File: config.mk
export PLATFORM = sky130hd
export DESIGN_NAME = vrp_trig
export DESIGN_NICKNAME = d
export VERILOG_FILES = /design/src/design/vrp_pkg.sv /design/src/design/vrp_trig.sv
export SDC_FILE = /design/constraint.sdc
export NUM_CORES = 1
export LEC_CHECK = 0
export BUFFER_PORTS_ARGS = -buffer_cell sky130_fd_sc_hd__buf_2
export CORE_MARGIN = 8
export CORE_UTILIZATION = 35
export DETAILED_ROUTE_END_ITERATION = 6
export GPL_TIMING_DRIVEN = 0
export SLEW_MARGIN = 5
export SYNTH_ARGS = -nofsm -noshare
export SYNTH_HDL_FRONTEND = slang
export SYNTH_SLANG_ARGS = --single-unit
File: constraint.sdc
create_clock -name clock -period 7 [get_ports clock]
set_input_delay 0 -clock clock [delete_from_list [all_inputs] [get_ports clock]]
set_output_delay 0 -clock clock [all_outputs]
set_load 0.05 [all_outputs]
File: src/design/vrp_pkg.sv
package vrp_pkg;

   // fixed-point formats
   localparam int COORD_FRAC_BITS = 16;
   localparam int TRIG_BITS       = 18;
   localparam int ANGLE_BITS      = 16;
   localparam int TRIG_FRAC       = TRIG_BITS - 2;

   // field widths
   localparam int IN_W        = 32;
   localparam int OUT_W       = 32;
   localparam int ANGLE_REG_W = 16;
   localparam int FOV_W       = 24;
   localparam int CAM_W       = 31;
   localparam int CSR_AW      = 5;
   localparam int CSR_DW      = 32;

   // rotated coordinates grow by two bits
   localparam int COORD_W = IN_W + 2;
   localparam int MUL_W   = COORD_W + TRIG_BITS;
   localparam int DEP_W   = COORD_W + 2;

   // projection datapath
   localparam int PROD_W = COORD_W + FOV_W + 1;
   localparam int MAG_W  = PROD_W - 1;
   localparam int NUM_W  = MAG_W + COORD_FRAC_BITS - 8;
   localparam int QB     = OUT_W + 1;

   // cordic
   localparam int CORDIC_STEPS = 30;
   localparam int CORDIC_W     = 34;
   localparam int STEP_W       = 5;
   localparam int NUM_AXES     = 3;
   localparam int CORDIC_GAIN  = 652032874;

   // pipeline depth
   localparam int ROT_LAT  = 6;
   localparam int LANE_LAT = QB + 3;
   localparam int PIPE_LAT = 1 + ROT_LAT + LANE_LAT;

   typedef logic signed [COORD_W-1:0]   coord_type;
   typedef logic signed [TRIG_BITS-1:0] trig_val_type;

   typedef struct packed {
      trig_val_type cos_x;
      trig_val_type sin_x;
      trig_val_type cos_y;
      trig_val_type sin_y;
      trig_val_type cos_z;
      trig_val_type sin_z;
   } trig_type;

   typedef struct packed {
      logic [ANGLE_REG_W-1:0] x;
      logic [ANGLE_REG_W-1:0] y;
      logic [ANGLE_REG_W-1:0] z;
   } angles_type;

   typedef struct packed {
      logic signed [OUT_W-1:0] screen_x;
      logic signed [OUT_W-1:0] screen_y;
      logic                    depth_invalid;
      logic                    overflowed;
   } result_type;

   typedef enum logic [2:0] {
      REG_ANGLE_X,
      REG_ANGLE_Y,
      REG_ANGLE_Z,
      REG_FOV_FACTOR,
      REG_PROJECTION_MODE,
      REG_CAMERA_OFFSET
   } reg_index_type;

   // atan(2^-i) in units of one turn / 2^32
   function automatic logic [31:0] atan_turn(input logic [STEP_W-1:0] idx);
      logic [31:0] v;
      case (idx)
         5'd0:    v = 32'd536870912;
         5'd1:    v = 32'd316933406;
         5'd2:    v = 32'd167458907;
         5'd3:    v = 32'd85004756;
         5'd4:    v = 32'd42667331;
         5'd5:    v = 32'd21354465;
         5'd6:    v = 32'd10679838;
         5'd7:    v = 32'd5340245;
         5'd8:    v = 32'd2670163;
         5'd9:    v = 32'd1335087;
         5'd10:   v = 32'd667544;
         5'd11:   v = 32'd333772;
         5'd12:   v = 32'd166886;
         5'd13:   v = 32'd83443;
         5'd14:   v = 32'd41722;
         5'd15:   v = 32'd20861;
         5'd16:   v = 32'd10430;
         5'd17:   v = 32'd5215;
         5'd18:   v = 32'd2608;
         5'd19:   v = 32'd1304;
         5'd20:   v = 32'd652;
         5'd21:   v = 32'd326;
         5'd22:   v = 32'd163;
         5'd23:   v = 32'd81;
         5'd24:   v = 32'd41;
         5'd25:   v = 32'd20;
         5'd26:   v = 32'd10;
         5'd27:   v = 32'd5;
         5'd28:   v = 32'd3;
         5'd29:   v = 32'd1;
         default: v = 32'd0;
      endcase
      return v;
   endfunction

endpackage

File: src/design/vrp_trig.sv
module vrp_trig (
   input  logic                clock,
   input  logic                reset,
   input  vrp_pkg::angles_type angles,
   input  logic                angle_wr,
   output vrp_pkg::trig_type   coefs,
   output logic                ready
);
   import vrp_pkg::*;

   typedef enum logic [1:0] {ST_IDLE, ST_LOAD, ST_ITER, ST_STORE} state_type;

   localparam int RS = 30 - TRIG_FRAC;
   localparam logic signed [CORDIC_W-1:0] ROUND_HALF = 1 <<< (RS - 1);
   localparam logic signed [CORDIC_W-1:0] TRIG_ONE   = 1 <<< TRIG_FRAC;
   localparam logic signed [CORDIC_W-1:0] GAIN       = CORDIC_GAIN;

   state_type                  state_ff;
   logic [STEP_W-1:0]          step_ff;
   logic [1:0]                 axis_ff;
   logic                       ready_ff;
   logic [1:0]                 quad_ff;
   logic signed [CORDIC_W-1:0] x_ff, y_ff, z_ff;
   trig_val_type               coef_ff [2*NUM_AXES];

   logic [ANGLE_REG_W-1:0]     angle_sel;
   logic [31:0]                a32;
   logic signed [CORDIC_W-1:0] dx, dy, at;
   logic signed [CORDIC_W-1:0] x_in, y_in, z_in;
   trig_val_type               c_rnd, s_rnd, cos_in, sin_in;

   function automatic trig_val_type round_trig(input logic signed [CORDIC_W-1:0] v);
      logic signed [CORDIC_W-1:0] r;
      r = (v + ROUND_HALF) >>> RS;
      if (r > TRIG_ONE) r = TRIG_ONE;
      if (r < -TRIG_ONE) r = -TRIG_ONE;
      return TRIG_BITS'(r);
   endfunction

   always_comb begin
      case (axis_ff)
         2'd0:    angle_sel = angles.x;
         2'd1:    angle_sel = angles.y;
         default: angle_sel = angles.z;
      endcase
      a32 = {angle_sel[ANGLE_BITS-1:0], {(32-ANGLE_BITS){1'b0}}};
   end

   // one micro-rotation per cycle
   always_comb begin
      dx = y_ff >>> step_ff;
      dy = x_ff >>> step_ff;
      at = signed'({{(CORDIC_W-32){1'b0}}, atan_turn(step_ff)});
      if (!z_ff[CORDIC_W-1]) begin
         x_in = x_ff - dx;
         y_in = y_ff + dy;
         z_in = z_ff - at;
      end else begin
         x_in = x_ff + dx;
         y_in = y_ff - dy;
         z_in = z_ff + at;
      end
   end

   // rounding and quadrant fold
   always_comb begin
      c_rnd = round_trig(x_ff);
      s_rnd = round_trig(y_ff);
      case (quad_ff)
         2'd0: begin
            cos_in = c_rnd;
            sin_in = s_rnd;
         end
         2'd1: begin
            cos_in = -s_rnd;
            sin_in = c_rnd;
         end
         2'd2: begin
            cos_in = -c_rnd;
            sin_in = -s_rnd;
         end
         default: begin
            cos_in = s_rnd;
            sin_in = -c_rnd;
         end
      endcase
   end

   always_ff @(posedge clock) begin
      if (reset) begin
         state_ff <= ST_IDLE;
         ready_ff <= 1'b0;
         step_ff  <= '0;
         axis_ff  <= '0;
      end else if (angle_wr) begin
         state_ff <= ST_IDLE;
         ready_ff <= 1'b0;
      end else begin
         case (state_ff)
            ST_IDLE: begin
               if (!ready_ff) begin
                  axis_ff  <= '0;
                  state_ff <= ST_LOAD;
               end
            end
            ST_LOAD: begin
               x_ff     <= GAIN;
               y_ff     <= '0;
               z_ff     <= signed'({{(CORDIC_W-30){1'b0}}, a32[29:0]});
               quad_ff  <= a32[31:30];
               step_ff  <= '0;
               state_ff <= ST_ITER;
            end
            ST_ITER: begin
               x_ff <= x_in;
               y_ff <= y_in;
               z_ff <= z_in;
               if (step_ff == STEP_W'(CORDIC_STEPS - 1)) begin
                  state_ff <= ST_STORE;
               end else begin
                  step_ff <= step_ff + 1'b1;
               end
            end
            ST_STORE: begin
               coef_ff[{axis_ff, 1'b0}] <= cos_in;
               coef_ff[{axis_ff, 1'b1}] <= sin_in;
               if (axis_ff == 2'(NUM_AXES - 1)) begin
                  ready_ff <= 1'b1;
                  state_ff <= ST_IDLE;
               end else begin
                  axis_ff  <= axis_ff + 1'b1;
                  state_ff <= ST_LOAD;
               end
            end
            default: state_ff <= ST_IDLE;
         endcase
      end
   end

   assign coefs.cos_x = coef_ff[0];
   assign coefs.sin_x = coef_ff[1];
   assign coefs.cos_y = coef_ff[2];
   assign coefs.sin_y = coef_ff[3];
   assign coefs.cos_z = coef_ff[4];
   assign coefs.sin_z = coef_ff[5];
   assign ready       = ready_ff;

endmodule

==> flow_metrics.tcl <==
set metrics [dict create \
    cp_slowest_cell "or4b_2" \
    drive_gt1_share_pct 15.2 \
    hold_violations 0 \
    dieArea_um2 77800 \
    rsz0062_at_grt "true" \
    cap_violations 0 \
    yosysTopAreaCell "edfxtp_1" \
    grt_pass1_wl_um 149000 \
    ys_ff_latch 252 \
    instances_no_fill 3922 \
    grt_overflow 0 \
    track_usage_pct 24.9 \
    cp_max_fo 10 \
    p_leak_nw 10.6 \
    setup_viol 0 \
    final_common_cell "nor2_1" \
    clkSinkCount 252 \
    max_stage_delay_ns 0.61 \
    skew_ns 0.0158 \
    synth.cell_area_um2 24200 \
    status "finished, final reports clean" \
    die_w_um 279 \
    synth.top_cell.area_share_pct 26.3 \
    clkLatencyLatePin_ns 0.60 \
    dp.cells 3824 \
    final_nets 3143 \
    start_kind "register" \
    slew_headroom_pct 20.6 \
    vias 23700 \
    root_buffer "clkbuf_16" \
    synth_fp_nets 2904 \
    crit_path_end_kind "register" \
    antennaDiodeCount 0 \
    cts-buffers-inserted 30 \
    crit_path_cell_trace "clkbuf_1 -> inv_1 -> buf_2 -> clkbuf_2 -> clkbuf_1 -> a21oi_1 -> a32oi_1 -> o21ai_0 -> a31oi_1 -> nor3_2 -> and2_2 -> a31oi_1 -> xor2_1 -> ha_1 -> a21oi_1 -> nor2b_1 -> o21ai_0 -> or4b_2 -> a211oi_2 -> o31ai_1 -> a211o_1 -> a31oi_1 -> xor2_1 -> nor2_1" \
    yosysUniqueCellTypes 99 \
    synthCells 2728 \
    place_hpwl_um 78100 \
    finalWorstSetupSlack_ns 0.210 \
    nFillCells 6974 \
    synth_edf_count 212 \
    grt_start_max_net_pins 34 \
    core_area_um2 68600 \
    maxSlewViolCount 0 \
    vias_per_cell 6.04 \
    min_period_ns 6.79 \
    rows 96 \
    cts_max_path_buffers 3 \
    gp_congestion 1.03 \
    io_buffers 159 \
    wl_um 101000 \
    path_clk_slew_ns 0.06 \
    post-route-drc-count 0 \
    antenna_left 0 \
    die_h_um 279 \
    seq_area_frac_synth_pct 29.6 \
    ys_warn_count 0 \
    hold_slack_ns 0.250 \
    fin_crit_sh_pct 97.0 \
    place_ws_ns -1.07 \
    yosys-top-cells-area "edfxtp_1 26%, mux4_2 7.6%, ha_1 6.3%, a21oi_1 4.5%, nor2_1 4.4%" \
    cts_tree "built" \
    ios 160 \
    arrival_ns 7.10 \
    grt_pass1_vias 22700 \
    drtIter0Drc 2455 \
    power_density_nw_per_um2 180 \
    initial_utilization_pct 35.3 \
    dpl_cell_area_um2 26300 \
    multi_input_area_um2 16200 \
    hp-class "primary input to register" \
    crit_top_cell "a31oi_1" \
    htree_levels 1 \
    layout_common_cells "281 x nor2_1, 219 x a21oi_1, 219 x nand2_1" \
    antenna_found_initial 0 \
    worstSetupPathType "register to register" \
    required_ns 7.31 \
    ir_drop_v 0.000169 \
    sequential_cell_area_um2 7170 \
    firstDrtPassIters 7 \
    design_area_um2 27900 \
    finish.utilization_pct 40.7 \
    wl_per_cell_um 25.9 \
    synthFlopType "edfxtp_1" \
    synthArstFlopShare_pct 0 \
    post_synth.cell_area_avg_um2 8.87 \
    worst_pin_slew_ns 1.19 \
    syn_to_final_growth_pct 15.4 \
    reg2reg_slack_ns 0.21 \
    fmaxAchievable_mhz 147 \
]
Yosys cell counts, types with 11 or more instances:
| master | n |
|---|---|
| a221oi_1 | 11 |
| nand2_1 | 219 |
| dfxtp_1 | 40 |
| mux4_2 | 82 |
| nor3_1 | 105 |
| o211ai_1 | 27 |
| xor2_1 | 100 |
| a31oi_1 | 48 |
| nor4_1 | 25 |
| clkbuf_1 | 109 |
| o21a_1 | 26 |
| xnor2_1 | 116 |
| o31ai_1 | 16 |
| ha_1 | 122 |
| nand4_1 | 22 |
| a211oi_1 | 53 |
| inv_1 | 73 |
| mux2i_1 | 79 |
| mux2_2 | 29 |
| buf_2 | 23 |
| a21o_1 | 58 |
| and2_1 | 36 |
| a21oi_1 | 220 |
| a22o_1 | 18 |
| buf_1 | 21 |
| nor2b_1 | 22 |
| edfxtp_1 | 212 |
| or3_1 | 23 |
| nor2_1 | 283 |
| o22ai_1 | 19 |
| nand3_1 | 53 |
| o21bai_1 | 13 |
| and3_1 | 36 |
| o21ai_0 | 134 |
| nand2b_1 | 36 |
critical path: cells and delay by family (launching register included):
kind,cells,cell delay [ns]
compound gates,11,2.47
flops,1,0.30
buf+inv,5,1.79
simple gates,5,1.10
fa+ha+maj,1,0.35
xor+xnor,2,0.48
flip-flops by register name, indices dropped and copies added, names as in the netlist:
register,count
at,30
coef_ff,108
state_ff,2
quad_ff,2
ready,1
y_ff,34
x_ff,34
z_ff,34
step_ff,5
axis_ff,2
routing by layer:
| layer | share of wire (%) | vias up | wire, um | track usage (%) |
|---|---|---|---|---|
| met3 | 7.5 | 278 | 7640 | 3.46 |
| met5 | 0 | - | 0 | 0 |
| met4 | 5.9 | 0 | 5980 | 12.3 |
| met1 | 41 | 11400 | 41600 | 32.1 |
| met2 | 46 | 1171 | 46200 | 41.0 |
| li1 | - | 10800 | - | - |
cell type report:
class	instances	area share (%)
multi-input combinational	2230	57.8
tap	931	4.17
clock inverter	18	0.708
timing repair buffer	209	4.77
sequential	252	25.7
buffer	167	2.92
clock buffer	38	2.91
inverter	77	1.03
metrics by stage:
stage	TNS [ns]	power [mW]
2_1_floorplan	0	2.90
3_3_place_gp	-167.40	3.35
3_5_place_dp	-8.67	3.34
4_1_cts	-0.0327	5.02
5_1_grt	-0.0652	5.27
6_report	0	5.02
kinds of logic after synthesis:
kind of cell | Yosys count | synth area share [%]
adder cells (fa/ha/maj) | 125 | 6.56
AO/OA/AOI/OAI | 776 | 21.1
XOR/XNOR | 216 | 7.82
flip-flops | 252 | 29.6
multiplexers | 191 | 12.3
AND/OR/NAND/NOR | 922 | 18.3
buffers and inverters | 246 | 4.27
where the power goes:
part	internal, mW	total (mW)	leakage (nW)	switching (mW)
Combinational	0.676	1.71	7.88	1.03
Sequential	1.65	1.69	2.24	0.0359
Clock	0.964	1.63	0.492	0.663
path summary, 6_finish.rpt:
| check | startpoint | end | cells past startpoint |
|---|---|---|---|
| worst max-delay path | step_ff[3]$_SDFFE_PP0P_ | x_ff[30]$_SDFFCE_PN0P_ | 24 |
| worst min-delay path | angles[46] | quad_ff[0]$_DFFE_PP_ | 4 |
| worst max register to register | step_ff[3]$_SDFFE_PP0P_ | x_ff[30]$_SDFFCE_PN0P_ | 24 |
| worst min register to register | axis_ff[0]$_SDFFE_PP0P_ | axis_ff[0]$_SDFFE_PP0P_ | 2 |
repair_timing:
item | CTS | global route
cloned | 0 | 0
pin swaps | 2 | 7
hold endpoints to repair | 25 | 0
gates resized for setup | 23 | 56
buffers inserted | 3 | 6
setup endpoints to repair | 27 | 13
hold buffers | 35 | 0
Note: power is estimated with default switching activity, not from simulation.
